## src/hdl/shpt_pkg.sv

```systemverilog
// Shared constants, types and helper functions for the step/heading path tracker.
package shpt_pkg;

	// Default width of the wrapping x,y position counters
	localparam int POSITION_BITS_DEF = 8;

	// Yaw is kept in units of 1e-5 degree
	localparam logic [25:0] FULL_TURN   = 26'd36000000;
	localparam logic [25:0] SECTOR_SPAN = 26'd4500000;
	localparam logic [25:0] HALF_SECTOR = 26'd2250000;

	// Configuration reset values
	localparam logic signed [23:0] STEP_THRESHOLD_RST = -24'sd75000;
	localparam logic [22:0]        YAW_DEADBAND_RST   = 23'd5000;

	// Configuration register indexes
	typedef enum logic {
		REG_STEP_THRESHOLD = 1'b0,
		REG_YAW_DEADBAND   = 1'b1
	} cfg_reg_t;

	// Input item opcodes
	typedef enum logic {
		OP_SAMPLE  = 1'b0,
		OP_RESTART = 1'b1
	} op_t;

	// Control from the step logic to the heading datapath
	typedef struct packed {
		logic snap;       // step completed: quantize and snap yaw first
		logic integrate;  // run one trapezoid step on the x rate
	} trk_ctrl_t;

	// One-unit move in a sector direction: -1, 0 or +1
	typedef logic signed [1:0] move_t;

	// Quantize yaw to one of eight sectors; each sector includes its upper edge
	function automatic logic [2:0] heading_sector(input logic [25:0] yaw);
		logic [2:0] sec;
		sec = 3'd7;
		for (int k = 6; k >= 1; k--) begin
			if (yaw <= 26'(HALF_SECTOR + SECTOR_SPAN * k)) begin
				sec = 3'(k);
			end
		end
		if (yaw <= HALF_SECTOR || yaw > (FULL_TURN - HALF_SECTOR)) begin
			sec = 3'd0;
		end
		return sec;
	endfunction

	// Yaw at the center of a sector
	function automatic logic [25:0] sector_center(input logic [2:0] sec);
		return 26'(SECTOR_SPAN * {23'd0, sec});
	endfunction

	// East component of a sector direction (north is sector 0, clockwise)
	function automatic move_t move_dx(input logic [2:0] sec);
		move_t d;
		unique case (sec)
			3'd1, 3'd2, 3'd3: d = 2'sd1;
			3'd5, 3'd6, 3'd7: d = -2'sd1;
			default:          d = 2'sd0;
		endcase
		return d;
	endfunction

	// North component of a sector direction
	function automatic move_t move_dy(input logic [2:0] sec);
		move_t d;
		unique case (sec)
			3'd7, 3'd0, 3'd1: d = 2'sd1;
			3'd3, 3'd4, 3'd5: d = -2'sd1;
			default:          d = 2'sd0;
		endcase
		return d;
	endfunction

endpackage

```

## src/hdl/shpt_heading.sv

```systemverilog
// Heading datapath: sector quantization, yaw snap, trapezoid yaw integration and wrap.
module shpt_heading (
	input  logic [25:0]        yaw_cur,
	input  logic signed [23:0] last_rate,
	input  logic signed [23:0] rate_x,
	input  logic [22:0]        yaw_deadband,
	input  shpt_pkg::trk_ctrl_t ctrl,
	output logic [2:0]         sector_new,
	output logic [25:0]        yaw_next
);

	logic [25:0]        yaw_base;
	logic signed [24:0] rate_sum;
	logic signed [24:0] rate_sum_adj;
	logic signed [23:0] half;
	logic [23:0]        half_mag;
	logic signed [26:0] yaw_sum;
	logic [25:0]        yaw_wrap;

	// Sector from the yaw held before this sample; snap yaw to its center on a step
	assign sector_new = shpt_pkg::heading_sector(yaw_cur);
	assign yaw_base   = ctrl.snap ? shpt_pkg::sector_center(sector_new) : yaw_cur;

	// Half-sum of the two newest x rates, truncated toward zero
	assign rate_sum     = {last_rate[23], last_rate} + {rate_x[23], rate_x};
	assign rate_sum_adj = rate_sum + {24'd0, rate_sum[24] & rate_sum[0]};
	assign half         = rate_sum_adj[24:1];
	assign half_mag     = half[23] ? 24'(-half) : half;

	// Add to yaw and wrap into 0..FULL_TURN (exactly FULL_TURN is kept)
	always_comb begin
		yaw_sum = $signed({1'b0, yaw_base}) + {{3{half[23]}}, half};
		if (yaw_sum[26]) begin
			yaw_wrap = 26'(yaw_sum + $signed({1'b0, shpt_pkg::FULL_TURN}));
		end else if (yaw_sum > $signed({1'b0, shpt_pkg::FULL_TURN})) begin
			yaw_wrap = 26'(yaw_sum - $signed({1'b0, shpt_pkg::FULL_TURN}));
		end else begin
			yaw_wrap = yaw_sum[25:0];
		end
	end

	// Integrate only above the deadband
	assign yaw_next = (ctrl.integrate && (half_mag > {1'b0, yaw_deadband})) ? yaw_wrap
	                                                                          : yaw_base;

endmodule

```

## src/hdl/step_heading_path_tracker_unit.sv

```systemverilog
// Top level of the step/heading path tracker: step detection, state and result buffering.
//
// Accepts one transaction per clock while in_ready is high (a gyro sample or a restart)
// and returns exactly one result per transaction. All work for an item is done in a single
// pass of combinational logic from the accepted input and the tracker state into the state
// registers and the result register, so a sustained rate of one item per cycle holds while
// the consumer keeps taking results. Results pass through a result register backed by a skid
// register; in_ready drops only when both hold results the consumer has not yet taken.
// Configuration writes take effect on the next clock and must be made while idle.
module step_heading_path_tracker_unit #(
	parameter int POSITION_BITS = shpt_pkg::POSITION_BITS_DEF
) (
	input  logic               clk,
	input  logic               arst_n,
	// configuration write port
	input  logic               cfg_we,
	input  logic [0:0]         cfg_index,
	input  logic [23:0]        cfg_data,
	// input channel
	input  logic               in_valid,
	output logic               in_ready,
	input  logic [0:0]         op,
	input  logic signed [23:0] rate_z,
	input  logic signed [23:0] rate_x,
	// result channel
	output logic               out_valid,
	input  logic               out_ready,
	output logic [0:0]         step_seen,
	output logic [15:0]        steps_total,
	output logic signed [7:0]  pos_x,
	output logic signed [7:0]  pos_y,
	output logic [2:0]         sector,
	output logic [25:0]        heading
);

	typedef struct packed {
		logic        seen;
		logic [15:0] total;
		logic [7:0]  px;
		logic [7:0]  py;
		logic [2:0]  sec;
		logic [25:0] yaw;
	} result_t;

	// configuration
	logic signed [23:0] step_threshold_q;
	logic [22:0]        yaw_deadband_q;

	// tracker state
	logic                     armed_q;
	logic [15:0]              step_count_q;
	logic [25:0]              yaw_q;
	logic signed [23:0]       last_rate_q;
	logic [POSITION_BITS-1:0] x_pos_q;
	logic [POSITION_BITS-1:0] y_pos_q;
	logic [2:0]               sector_q;

	// next state
	logic                     armed_d;
	logic [15:0]              step_count_d;
	logic [25:0]              yaw_d;
	logic signed [23:0]       last_rate_d;
	logic [POSITION_BITS-1:0] x_pos_d;
	logic [POSITION_BITS-1:0] y_pos_d;
	logic [2:0]               sector_d;
	logic                     seen_d;

	logic                     is_restart;
	logic                     arm;
	logic                     step;
	shpt_pkg::trk_ctrl_t      ctrl;
	logic [2:0]               sector_new;
	logic [25:0]              yaw_next;
	shpt_pkg::move_t          dx;
	shpt_pkg::move_t          dy;
	logic [POSITION_BITS+7:0] x_ext;
	logic [POSITION_BITS+7:0] y_ext;

	// result buffering
	result_t res_d;
	result_t out_q;
	result_t skid_q;
	logic    out_valid_q;
	logic    skid_valid_q;
	logic    in_fire;
	logic    out_fire;

	assign in_fire  = in_valid && in_ready;
	assign out_fire = out_valid_q && out_ready;
	assign in_ready = !skid_valid_q;

	// configuration registers
	always_ff @(posedge clk or negedge arst_n) begin
		if (!arst_n) begin
			step_threshold_q <= shpt_pkg::STEP_THRESHOLD_RST;
			yaw_deadband_q   <= shpt_pkg::YAW_DEADBAND_RST;
		end else if (cfg_we) begin
			unique case (shpt_pkg::cfg_reg_t'(cfg_index))
				shpt_pkg::REG_STEP_THRESHOLD: step_threshold_q <= cfg_data;
				shpt_pkg::REG_YAW_DEADBAND:   yaw_deadband_q   <= cfg_data[22:0];
			endcase
		end
	end

	// step detection
	assign is_restart = (shpt_pkg::op_t'(op) == shpt_pkg::OP_RESTART);
	assign arm        = !is_restart && !armed_q && (rate_z < step_threshold_q);
	assign step       = !is_restart && !arm && armed_q && (rate_z > step_threshold_q);
	assign ctrl.snap      = step;
	assign ctrl.integrate = !is_restart && !arm;

	shpt_heading u_heading (
		.yaw_cur      (yaw_q),
		.last_rate    (last_rate_q),
		.rate_x       (rate_x),
		.yaw_deadband (yaw_deadband_q),
		.ctrl         (ctrl),
		.sector_new   (sector_new),
		.yaw_next     (yaw_next)
	);

	assign dx = shpt_pkg::move_dx(sector_new);
	assign dy = shpt_pkg::move_dy(sector_new);

	// next tracker state
	always_comb begin
		armed_d      = armed_q;
		step_count_d = step_count_q;
		yaw_d        = yaw_q;
		last_rate_d  = last_rate_q;
		x_pos_d      = x_pos_q;
		y_pos_d      = y_pos_q;
		sector_d     = sector_q;
		seen_d       = 1'b0;
		priority if (is_restart) begin
			yaw_d       = '0;
			last_rate_d = '0;
			x_pos_d     = '0;
			y_pos_d     = '0;
			sector_d    = '0;
		end else if (arm) begin
			armed_d = 1'b1;
		end else begin
			if (step) begin
				armed_d      = 1'b0;
				step_count_d = step_count_q + 16'd1;
				seen_d       = 1'b1;
				sector_d     = sector_new;
				x_pos_d      = x_pos_q + {{(POSITION_BITS-2){dx[1]}}, dx};
				y_pos_d      = y_pos_q + {{(POSITION_BITS-2){dy[1]}}, dy};
			end
			last_rate_d = rate_x;
			yaw_d       = yaw_next;
		end
	end

	// result for this transaction; position shows its low eight bits
	assign x_ext = {8'd0, x_pos_d};
	assign y_ext = {8'd0, y_pos_d};
	always_comb begin
		res_d.seen  = seen_d;
		res_d.total = step_count_d;
		res_d.px    = x_ext[7:0];
		res_d.py    = y_ext[7:0];
		res_d.sec   = sector_d;
		res_d.yaw   = yaw_d;
	end

	// tracker state registers
	always_ff @(posedge clk or negedge arst_n) begin
		if (!arst_n) begin
			armed_q      <= 1'b0;
			step_count_q <= '0;
			yaw_q        <= '0;
			last_rate_q  <= '0;
			x_pos_q      <= '0;
			y_pos_q      <= '0;
			sector_q     <= '0;
		end else if (in_fire) begin
			armed_q      <= armed_d;
			step_count_q <= step_count_d;
			yaw_q        <= yaw_d;
			last_rate_q  <= last_rate_d;
			x_pos_q      <= x_pos_d;
			y_pos_q      <= y_pos_d;
			sector_q     <= sector_d;
		end
	end

	// result and skid valid flags
	always_ff @(posedge clk or negedge arst_n) begin
		if (!arst_n) begin
			out_valid_q  <= 1'b0;
			skid_valid_q <= 1'b0;
		end else begin
			if (skid_valid_q) begin
				if (out_fire) begin
					skid_valid_q <= 1'b0;
				end
			end else if (in_fire) begin
				if (out_valid_q && !out_ready) begin
					skid_valid_q <= 1'b1;
				end else begin
					out_valid_q <= 1'b1;
				end
			end else if (out_fire) begin
				out_valid_q <= 1'b0;
			end
		end
	end

	// result and skid payload
	always_ff @(posedge clk) begin
		if (skid_valid_q) begin
			if (out_fire) begin
				out_q <= skid_q;
			end
		end else if (in_fire) begin
			if (out_valid_q && !out_ready) begin
				skid_q <= res_d;
			end else begin
				out_q <= res_d;
			end
		end
	end

	assign out_valid   = out_valid_q;
	assign step_seen   = out_q.seen;
	assign steps_total = out_q.total;
	assign pos_x       = out_q.px;
	assign pos_y       = out_q.py;
	assign sector      = out_q.sec;
	assign heading     = out_q.yaw;

endmodule

```

## config.mk

```make
export PLATFORM = sky130hd
export DESIGN_NAME = step_heading_path_tracker_unit
export DESIGN_NICKNAME = d
export VERILOG_FILES = /design/src/hdl/shpt_pkg.sv /design/src/hdl/shpt_heading.sv /design/src/hdl/step_heading_path_tracker_unit.sv
export SDC_FILE = /design/constraint.sdc
export NUM_CORES = 1
export LEC_CHECK = 0
export ABC_AREA = 1
export BUFFER_PORTS_ARGS = -buffer_cell sky130_fd_sc_hd__buf_2
export CAP_MARGIN = 40
export CORE_MARGIN = 2
export CORE_UTILIZATION = 37
export DETAILED_ROUTE_END_ITERATION = 10
export PLACE_DENSITY = 0.55
export SLEW_MARGIN = 0
export SYNTH_ARGS = -nofsm -noshare
export SYNTH_HDL_FRONTEND = slang
export SYNTH_SLANG_ARGS = --single-unit
```

## constraint.sdc

```tcl
create_clock -name clk -period 10.98 [get_ports clk]
set_input_delay 0.549 -clock clk [delete_from_list [all_inputs] [get_ports clk]]
set_output_delay 0.549 -clock clk [all_outputs]
set_load 0.05 [all_outputs]
```

==> metrics.md, run 1 <==
| Metric | Value |
|---|---|
| Die width | `241 um` |
| Final period utilization | `0.783` |
| R2R depth | `40` |
| Int Pwr | `about 1800 uW` |
| CTS root buf | `clkbuf_16` |
| DRC violations left | `0` |
| Startpoint types | `register` |
| M3 GR Usage | `0.0231` |
| Count of flip-flops with a built-in enable after synthesis | `about 120` |
| RR Startpoint | `step_threshold_q[23]` |
| FMAX | `~120 MHz` |
| Pwr dens | `109 nW/um2` |
| Worst r2r dst | `heading[13]` |
| Routed WL | `69.6 mm` |
| Initial DRC count | `1,553` |
| Critical Path Fanout Max | `48` |
| TNS Setup | `0 ns` |
| CP Capture Type | `register` |
| Fin. Hold Viols | `9` |
| 1st-pass router iterations | `6` |
| Ports | `143` |
| Max clock buf depth | `3` |
| Worst endpoint required time | `11.34 ns` |
| CTS tree | `done` |
| Initial antenna violation count | `0` |
| Synth cell types | `58` |
| Failing checks | `hold timing` |
| VDD IR max | `roughly 100 uV` |
| Most Frequent Cell on Critical Path | `nand2_1` |
| Fin nets | `3,405` |
| CTS sink cnt | `259` |
| CP Class | `register to register` |
| Register bit count reported by yosys | `259` |
| Final hold slack | `-0.00945 ns` |
| Global-route wire length before repair | `~110 mm` |
| Crit path arrival time | `8.96 ns` |
| Max-slew headroom | `0.433` |
| Critical path's largest stage delay | `approximately 0.72 ns` |
| # setup viols final | `0` |
| Most frequent cells after synthesis | `nand2_1 (1,080), inv_1 (454), nor2_1 (210)` |
| Area grow syn2layout | `12.0%` |
| Post-synth top area cell | `nand2_1` |
| FFs w/ async S/R, synth | `0.521` |
| Met1 GRT Util | `0.323` |
| DIE AREA | `approximately 58,000 um2` |
| Min cycle time layout | `8.60 ns` |
| Largest net degree at the start of global routing | `71` |
| Global-route usage over all layers | `0.242` |
| Buffers added on ports | `approximately 140` |
| Core area | `55,300 um2` |
| Dominant synthesized flop cell | `edfxtp_1` |
| Num rows | `86` |
| Gate power share | `0.195` |
| Resized cells post-CTS | `0` |
| CTS H-tree depth | `1` |
| Mapped Cells | `3,083` |
| Max-cap violations | `0` |
| M2 GR Usage | `0.413` |
| Vias in the first global route | `about 20,000` |
| Clock latency on the worst-skew pair | `just over 0.6 ns` |
| Skew final | `0.0191 ns` |
| Antenna Nets Post-Route | `0` |
| Flop pwr share | `0.416` |
| Avg WL per Cell | `17.5 um` |
| DP Worst Slack | `approximately 2.3 ns` |
| Ys Warns | `0` |
| Vias per cell | `5.13` |
| Count leader, synth | `nand2_1` |
| HP Class | `input pin to asynchronous set/reset pin` |
| Status | `finished, violations left` |
| Syn Std Cell Area | `20,800 um2` |
| Layer with the highest usage | `met2` |
| Worst R2R Setup Slack | `2.38 ns` |
| Psw | `786 uW` |
| Syn nets | `3,288` |
| Switching share of power | `0.309` |
| Slowest CP cell | `nor4_1` |
| Grt ovf | `0` |
| Postcts setup bufs | `0` |
| CTS Buf Count | `30` |
| Synth Area per Inst | `6.73 um2` |
| GPL Wtd Cong | `0.922` |
| Synth top area cells | `nand2_1 (20%), edfxtp_1 (18%), dfrtp_1 (14%)` |
| Max-slew violation count | `0` |
| Initial Utilization | `0.375` |
| Worst-margin pin slew | `0.842 ns` |
| Post-cts hold buffer count | `0` |
| Vias | `20,400` |
| Pleak | `0.0118 uW` |
| Reg clk slew, reported paths | `0.06 ns` |
| Final WS setup | `2.38 ns` |
| Post-DP HPWL | `about 55 mm` |
| Antenna cells | `0` |
| Post-synthesis sequential area ratio | `0.343` |
| Fraction of layout cells with a size suffix above 1 | `0.0999` |
| RSZ-0062 raised after global routing | `no` |
| Clock power share | `0.389` |
| Die span in y | `241 um` |
| Yosys top cell area share | `0.195` |
[cells in the final DEF, fill, tap and decap left out, types with 19 or more instances in the layout]
cell	instances
nand2_1	1078
inv_1	452
nor2_1	209
o21ai_0	205
nand3_1	203
buf_2	144
edfxtp_1	124
ha_1	122
dfrtp_1	115
a21oi_1	90
nand4_1	87
xor2_1	47
nor3_1	38
clkbuf_16	30
o21ai_1	28
nand2_2	25
inv_2	19
dfstp_2	19
[logic make-up (layout without fill, tap and decap cells)]
family / Yosys count / count (layout) / synth area share
compound gates: 380 / 380 / 0.0999
xor+xnor: 59 / 59 / 0.0256
fa+ha+maj: 126 / 126 / 0.0774
buf+inv: 550 / 691 / 0.102
flops: 259 / 259 / 0.343
simple gates: 1709 / 1709 / 0.351
[worst max-delay path: cells and delay by family (launching register included)]
kind	cells	cell delay [ns]
AND/OR/NAND/NOR	26	3.65
adder cells (fa/ha/maj)	4	1.38
flip-flops	1	0.51
buffers and inverters	7	1.48
XOR/XNOR	1	0.40
AO/OA/AOI/OAI	2	0.81
[power by group through the flow]
| stage | sequential [uW] | combinational (uW) | clock (uW) |
|---|---|---|---|
| 2_1_floorplan | 1070 | 336 | 0 |
| 4_1_cts | 1060 | 495 | 1020 |
| 6_report | 1060 | 495 | 990 |
| 3_5_place_dp | 1080 | 492 | 0 |
| 5_1_grt | 1060 | 561 | 1050 |
| 3_3_place_gp | 1080 | 482 | 0 |
[layer usage]
layer  vias up  share of wire  wire length, um
met3       125          0.048             3320
li1      10200              -                -
met1      9449           0.45            31600
met4         0          0.034             2340
met5         -              0                0
met2       593           0.46            32300
[sequential cells by signal (all words and copies together), names as in the netlist]
| register | count |
|---|---|
| armed_q | 1 |
| heading | 26 |
| last_rate_q | 24 |
| out_valid | 1 |
| pos_x | 8 |
| pos_y | 8 |
| sector | 3 |
| sector_q | 3 |
| skid_q | 62 |
| skid_valid_q | 1 |
| step_count_q | 16 |
| step_seen | 1 |
| step_threshold_q | 24 |
| steps_total | 16 |
| x_pos_q | 8 |
| y_pos_q | 8 |
| yaw_deadband_q | 23 |
| yaw_q | 26 |
[how the worst max path moves through the flow]
stage	start	end	slack, ns	cells after the start
6_report	step_threshold_q[23]	heading[13]	2.38	40
5_1_grt	step_threshold_q[23]	heading[13]	1.72	40
4_1_cts	step_threshold_q[23]	heading[13]	2.41	40
3_5_place_dp	rate_z[23]	skid_q[23]	2.32	39
3_3_place_gp	rate_z[23]	heading[13]	2.28	40
2_1_floorplan	rate_x[0]	heading[8]	4.75	42
[through the flow]
stage / util / instances / area (um2) / power, uW / hold WS [ns]
global placement: 0.401 / 3909 / 22200 / 1560 / 0.470
floorplan: - / 3083 / 20800 / 1410 / 0.253
finish: 0.421 / 3972 / 23300 / 2540 / -0.00945
CTS: 0.421 / 3972 / 23300 / 2570 / 0.00104
global route: 0.421 / 3972 / 23300 / 2670 / 0.0354
detailed placement: 0.403 / 3916 / 22300 / 1570 / 0.475
[cell type report]
cell class	count	area [um2]
multi-input combinational	2274	11500
sequential	259	7130
tap	748	936
timing repair buffer	161	925
clock buffer	38	801
inverter	474	1780
fill	5905	32000
clock inverter	18	160
(Power assumes the default switching activity.)
==> run 2, diff against run 1 <==
Settings changed: PLACE_DENSITY 0.55 to 0.57.
Clock period 10.98 ns to 7.9 ns, I/O delays scaled along.
==> run 2 against run 1 <==
  * The run now ends clean
  * Critical path depth rose by 1
  * Clock power grew 57%
  * Worst setup slack worse by 1.7 ns
  * Wire length decreased by 7.0%
  * Hold slack improved by 0.054 ns
  * Combinational power rose by 36%
  * Sequential share of layout area shrank 0.33 points
  * Sequential cell count stayed put
  * Critical endpoint is now heading[19]
  * Clock skew shrank 0.0053 ns
  * Register-to-register slack worse by 1.7 ns
  * Utilization grew 0.45 points
==> metrics.md, run 2 (same netlist as run 1, synthesis figures left out) <==
| Metric | Value |
|---|---|
| Avg WL per Cell | `16.2 um (-7.3%)` |
| Commonest non-fill, non-tap cell in the layout | `nand2_1` |
| RR Startpoint | `yaw_q[14]` |
| Max-slew violation count | `0 (unchanged)` |
| Startpoint types | `register` |
| Reg with most FFs | `skid_q` |
| Antenna cells | `0 (unchanged)` |
| Final std cells w/o fill | `3,986 (+0.35%)` |
| Worst hold endpoint | `step_threshold_q[23]` |
| Die span in y | `241 um (unchanged)` |
| Post-DP HPWL | `50.4 mm (-7.6%)` |
| FMAX | `138 MHz (+19%)` |
| Vias | `20,000 (-1.9%)` |
| Max reg flops | `62 (unchanged)` |
| Skew final | `0.0138 ns (-0.00530 ns)` |
| Worst r2r dst | `heading[19]` |
| Final period utilization | `0.916 (+0.133)` |
| Crit path arrival time | `7.59 ns (-1.37 ns)` |
| Area of the multi-input gates | `11,600 um2 (+0.17%)` |
| Antenna Nets Post-Route | `0 (unchanged)` |
| GPL Wtd Cong | `0.984 (+6.7%)` |
| Max-cap violations | `0 (unchanged)` |
| R2R depth | `41 (+2.5%)` |
| CTS sink cnt | `259 (unchanged)` |
| DIE AREA | `58,000 um2 (unchanged)` |
| Reg area | `7130 um2 (unchanged)` |
| TNS Setup | `0 ns (unchanged)` |
| Max clock buf depth | `3 (unchanged)` |
| Buffers added on ports | `142 (unchanged)` |
| Worst-margin pin slew | `0.829 ns (-0.0135 ns)` |
| Worst endpoint required time | `8.25 ns (-3.09 ns)` |
| Ports | `143 (unchanged)` |
| VDD IR max | `163 uV (+63%)` |
| Postcts setup bufs | `0 (unchanged)` |
| Grt ovf | `0 (unchanged)` |
| CTS Buf Count | `31 (+3.3%)` |
| Status | `finished clean` |
| Pleak | `0.0119 uW (+0.98%)` |
| Initial Utilization | `0.375 (unchanged)` |
| Critical path's largest stage delay | `0.44 ns (-0.28 ns)` |
| Initial antenna violation count | `0 (unchanged)` |
| # setup viols final | `0 (unchanged)` |
| Core area | `55,300 um2 (unchanged)` |
| HP Class | `input pin to register` |
| Min cycle time layout | `7.24 ns (-1.36 ns)` |
| Final hold slack | `0.0450 ns (+0.0544 ns)` |
| Reg clk slew, reported paths | `0.06 ns (about the same)` |
| CTS H-tree depth | `1 (unchanged)` |
| Hold depth | `3` |
| CP Capture Type | `register` |
| CP Class | `register to register` |
| DRC violations left | `0 (unchanged)` |
| RSZ-0062 raised after global routing | `no` |
| Clock latency on the worst-skew pair | `0.59 ns (-0.02 ns)` |
| Placed Cells incl. Taps | `3,926 (+0.26%)` |
| Pwr dens | `157 nW/um2 (+44%)` |
| Cell area after layout | `23,500 um2 (+1.1%)` |
| Max-slew headroom | `0.442 (+0.00908)` |
| Die width | `241 um (unchanged)` |
| Hold_sp | `cfg_data[23]` |
| Critical Path Fanout Max | `16 (-67%)` |
| # fillers | `5,882 (-0.39%)` |
| Fin. Hold Viols | `0 (-9)` |
| Largest net degree at the start of global routing | `80 (+13%)` |
| Global-route usage over all layers | `0.223 (-0.0196)` |
| Most Frequent Cell on Critical Path | `nand2_1` |
| CTS tree | `done` |
| Final Power | `3690 uW (+45%)` |
| Vias in the first global route | `18,800 (-5.8%)` |
| Fin nets | `3,418 (+0.38%)` |
| Area grow syn2layout | `13.2%` |
| Initial DRC count | `1,485 (-4.4%)` |
| Vias per cell | `5.01 (-2.3%)` |
| 1st-pass router iterations | `5 (-1)` |
| Fraction of layout cells with a size suffix above 1 | `0.106 (+0.00605)` |
| Slowest CP cell | `dfrtp_1` |
| Worst R2R Setup Slack | `0.66 ns (-1.72 ns)` |
| Most frequent cells in the layout | `nand2_1 (1,078), inv_1 (452), nor2_1 (209)` |
| Routed WL | `64.7 mm (-7.0%)` |
| Num rows | `86 (unchanged)` |
| Post-DP Area | `22,400 um2 (+0.30%)` |
| Global-route wire length before repair | `103 mm (-6.7%)` |
| CTS root buf | `clkbuf_16` |
[run 2: cell types whose count changed in the layout (fill, tap and decap cells not counted), sizes merged]
cell,previous run,this run
clkinvlp,0,3
a21oi,92,93
buf,161,171
clkinv,19,11
bufinv,2,6
inv,471,474
dlygate4sd3,0,1
[run 2: worst max-delay path: cells and delay by family (launching register included)]
family	cells	cell delay, ns
AND/OR/NAND/NOR	24	3.15
XOR/XNOR	1	0.16
AO/OA/AOI/OAI	5	1.07
adder cells (fa/ha/maj)	3	1.01
flip-flops	1	0.44
buffers and inverters	8	1.18
[run 2: timing repair]
item | 4_1_cts | 5_1_grt
hold buffers | 1 | 0
setup endpoints to repair | 0 | 45
resized for setup | 0 | 2
endpoints found under the hold margin | 60 | 0
[run 2: where the power goes]
group,internal [uW],leakage (uW),switching [uW]
Clock,944,0.000535,606
Sequential,1450,0.00278,17.7
Combinational,211,0.00862,461
Total,2610,0.0119,1090
[run 2: worst max-delay path by stage]
stage,start,slack [ns],cells past startpoint,end
2_1_floorplan,rate_x[0],1.82,42,heading[8]
3_3_place_gp,rate_x[0],0.41,42,skid_q[22]
3_5_place_dp,rate_x[0],0.36,42,skid_q[22]
4_1_cts,last_rate_q[0],0.50,41,skid_q[22]
5_1_grt,last_rate_q[0],0.01,42,heading[3]
6_report,yaw_q[14],0.66,41,heading[19]
[run 2: per-stage QoR]
| step | setup slack [ns] | util |
|---|---|---|
| floorplan | 1.82 | - |
| global placement | 0.408 | 0.403 |
| detailed placement | 0.356 | 0.404 |
| CTS | 0.498 | 0.425 |
| global route | 0.0128 | 0.425 |
| finish | 0.661 | 0.425 |
[run 2: final cells by class]
class | instances | share of cell area
Sequential cell | 259 | 0.303
Clock inverter | 20 | 0.0124
Inverter | 474 | 0.0757
Timing Repair Buffer | 172 | 0.0426
Tap cell | 748 | 0.0398
Multi-Input combinational cell | 2275 | 0.491
Clock buffer | 38 | 0.0350
[run 2: routing by layer]
layer | wire length, um | vias to the layer above | global-route usage
li1 | - | 10200 | -
met5 | 0 | - | 0
met1 | 30900 | 9101 | 0.312
met2 | 29100 | 551 | 0.368
met3 | 3060 | 101 | 0.0189
met4 | 1670 | 0 | 0.0625
==> run 3, diff against run 2 <==
Settings changed: HOLD_SLACK_MARGIN set to 0.06, REMOVE_ABC_BUFFERS set to 1.
==> run 3 against run 2 <==
  * Global-route usage down 0.30 points
  * Hold slack improved by 0.042 ns
  * Critical path depth shrank 5
  * Utilization up 0.14 points
  * Via count up 0.27%
  * First-iteration DRC count shrank 13%
  * Combinational power rose by 2%
  * Highest routed layer is now met5
==> metrics.md, run 3 (same netlist as run 1, synthesis figures left out) <==
| Metric | Value |
|---|---|
| RSZ-0062 raised after global routing | `no` |
| Routed met2 length | `29.9 mm (+3.0%)` |
| Int Pwr | `2520 uW (-3.5%)` |
| Clock latency on the worst-skew pair | `0.59 ns (about the same)` |
| Fin. Hold Viols | `0 (unchanged)` |
| Worst endpoint required time | `8.21 ns (-0.04 ns)` |
| Clock power share | `0.396 (-0.024)` |
| Skew final | `0.00947 ns (-0.00432 ns)` |
| Avg WL per Cell | `15.9 um (-2.4%)` |
| Antenna Nets Post-Route | `0 (unchanged)` |
| Initial Utilization | `0.375 (unchanged)` |
| Critical Path Fanout Max | `9 (-7)` |
| DP Worst Slack | `0.153 ns (-0.204 ns)` |
| Final period utilization | `0.931 (+0.0147)` |
| WP buf/inv | `4 (-4)` |
| Num rows | `86 (unchanged)` |
| Vias | `20,000 (+0.27%)` |
| DIE AREA | `58,000 um2 (unchanged)` |
| Global-route usage over all layers | `0.220 (-0.00303)` |
| Global-route wire length before repair | `101 mm (-1.4%)` |
| Pleak | `0.0120 uW (+0.22%)` |
| Max reg flops | `62 (unchanged)` |
| Psw | `1050 uW (-3.7%)` |
| Fin nets | `3,433 (+0.44%)` |
| Largest net degree at the start of global routing | `64 (-20%)` |
| TNS Setup | `0 ns (unchanged)` |
| Vias per cell | `5.01 (about the same)` |
| CTS Buf Count | `30 (-3.2%)` |
| Switching share of power | `0.293 (-0.000572)` |
| Vias in the first global route | `19,000 (+1.1%)` |
| GPL Wtd Cong | `0.980 (-0.35%)` |
| Grt ovf | `0 (unchanged)` |
| Commonest non-fill, non-tap cell in the layout | `nand2_1` |
| Worst R2R Setup Slack | `0.55 ns (-0.12 ns)` |
| Min cycle time layout | `7.35 ns (+0.116 ns)` |
| CP Class | `register to register` |
| Most frequent cells in the layout | `nand2_1 (1,078), inv_1 (452), nor2_1 (209)` |
| CTS sink cnt | `259 (unchanged)` |
| Reg clk slew, reported paths | `0.06 ns (about the same)` |
| Ports | `143 (unchanged)` |
| Slowest CP cell | `o41ai_1` |
| HP Class | `input pin to register` |
| Die width | `241 um (unchanged)` |
| Reg with most FFs | `skid_q` |
| 1st-pass router iterations | `7 (+2)` |
| Flop pwr share | `0.412 (+0.014)` |
| Antenna cells | `0 (unchanged)` |
| Worst r2r dst | `skid_q[20]` |
| CP Capture Type | `register` |
| DRC violations left | `0 (unchanged)` |
| Met3 WL post-DR | `3.55 mm (+16%)` |
| Status | `finished clean` |
| Family with the most delay on the worst path | `simple AND/OR/NAND/NOR gates` |
| Max clock buf depth | `3 (unchanged)` |
| Buffers added on ports | `142 (unchanged)` |
| Startpoint types | `register` |
| Post-DP HPWL | `49.0 mm (-2.8%)` |
| Initial antenna violation count | `1 (+1)` |
| # fillers | `5,889 (+0.12%)` |
| Fraction of layout cells with a size suffix above 1 | `0.103 (-0.00322)` |
| Area grow syn2layout | `13.6%` |
| Pwr dens | `151 nW/um2 (-3.8%)` |
| CTS H-tree depth | `1 (unchanged)` |
| Hold depth | `3 (unchanged)` |
| Routed WL | `63.4 mm (-2.0%)` |
| R2R depth | `36 (-12%)` |
| # setup viols final | `0 (unchanged)` |
| FMAX | `136 MHz (-1.6%)` |
| RR Startpoint | `yaw_q[25]` |
| Most Frequent Cell on Critical Path | `nand2_1` |
| Core area | `55,300 um2 (unchanged)` |
| VDD IR max | `151 uV (-7.1%)` |
| Routed length on met1 | `28.1 mm (-9.2%)` |
| Uppermost routed layer | `met5` |
| Max-slew violation count | `0 (unchanged)` |
| Worst hold endpoint | `yaw_deadband_q[8]` |
| Worst-margin pin slew | `0.891 ns (+0.0620 ns)` |
| Die span in y | `241 um (unchanged)` |
| CTS root buf | `clkbuf_16` |
| Hold_sp | `cfg_data[8]` |
| Max-slew headroom | `0.402 (-0.0398)` |
| CTS tree | `done` |
| Final WS setup | `0.545 ns (-0.116 ns)` |
| Critical path's largest stage delay | `0.56 ns (+0.12 ns)` |
| Initial DRC count | `1,289 (-13%)` |
| Gate power share | `0.192 (+0.010)` |
| Crit path arrival time | `7.67 ns (+0.08 ns)` |
| Max-cap violations | `0 (unchanged)` |
[run 3: cell types whose count changed in the layout (fill, tap and decap cells not counted), sizes merged]
| cell | before | now |
|---|---|---|
| buf | 171 | 172 |
| clkinvlp | 3 | 1 |
| dlygate4sd3 | 1 | 17 |
| a21oi | 93 | 92 |
| clkinv | 11 | 7 |
| bufinv | 6 | 2 |
| clkbuf | 38 | 48 |
| inv | 474 | 472 |
[run 3: how the worst max path moves through the flow]
stage	slack, ns	endpoint	cells past startpoint	from
after floorplan	0.15	heading[0]	5	skid_valid_q
after global placement	0.20	heading[21]	42	rate_x[0]
after detailed placement	0.15	skid_q[22]	42	rate_x[0]
after CTS	0.28	skid_q[22]	41	last_rate_q[0]
after global routing	0.03	heading[21]	41	yaw_q[22]
final	0.55	skid_q[20]	36	yaw_q[25]
[run 3: power by group through the flow]
stage               registers (uW)  clock network (uW)  logic [uW]
finish                        1470                1410         685
global route                  1470                1510         776
CTS                           1470                1450         670
detailed placement            1490                   0         660
global placement              1490                   0         658
floorplan                     1490                   0         450
[run 3: final cells by class]
type,instances,area [um2],share of cell area
timing repair buffer,189,1200,0.0510
inverter,474,1780,0.0754
sequential,259,7130,0.302
tap,748,936,0.0397
multi-input combinational,2274,11500,0.490
clock inverter,8,92.6,0.00393
clock buffer,48,901,0.0382
[run 3: worst reg2reg max path: cells and delay by family (launching register included)]
family | cells | cell delay [ns]
buffers and inverters | 4 | 0.75
AOI/OAI and AO/OA | 3 | 0.90
DFF | 1 | 0.42
adders and majority gates | 4 | 1.13
and+or+nand+nor | 25 | 3.90
[run 3: routing by layer]
layer	global-route usage	vias up
met5	0	-
met4	0.0636	2
met3	0.0309	113
met2	0.384	529
met1	0.281	9142
li1	-	10200
[run 3: what timing repair did]
| action | 4_1_cts | 5_1_grt |
|---|---|---|
| setup buffers | 0 | 5 |
| hold buffers | 17 | 0 |
| hold endpoints to repair | 77 | 0 |
| endpoints found under the setup margin | 0 | 64 |
| resized for setup | 0 | 2 |
[run 3: metrics by stage]
step	hold WS, ns	power [uW]	std cells	cell area (um2)	utilization
after global placement	0.452	2150	3918	22200	0.402
after CTS	0.0609	3590	3995	23500	0.425
after global routing	0.0733	3750	4000	23600	0.426
after floorplan	0.0994	1940	3007	20400	-
final	0.0870	3560	4000	23600	0.426
after detailed placement	0.449	2150	3922	22300	0.404
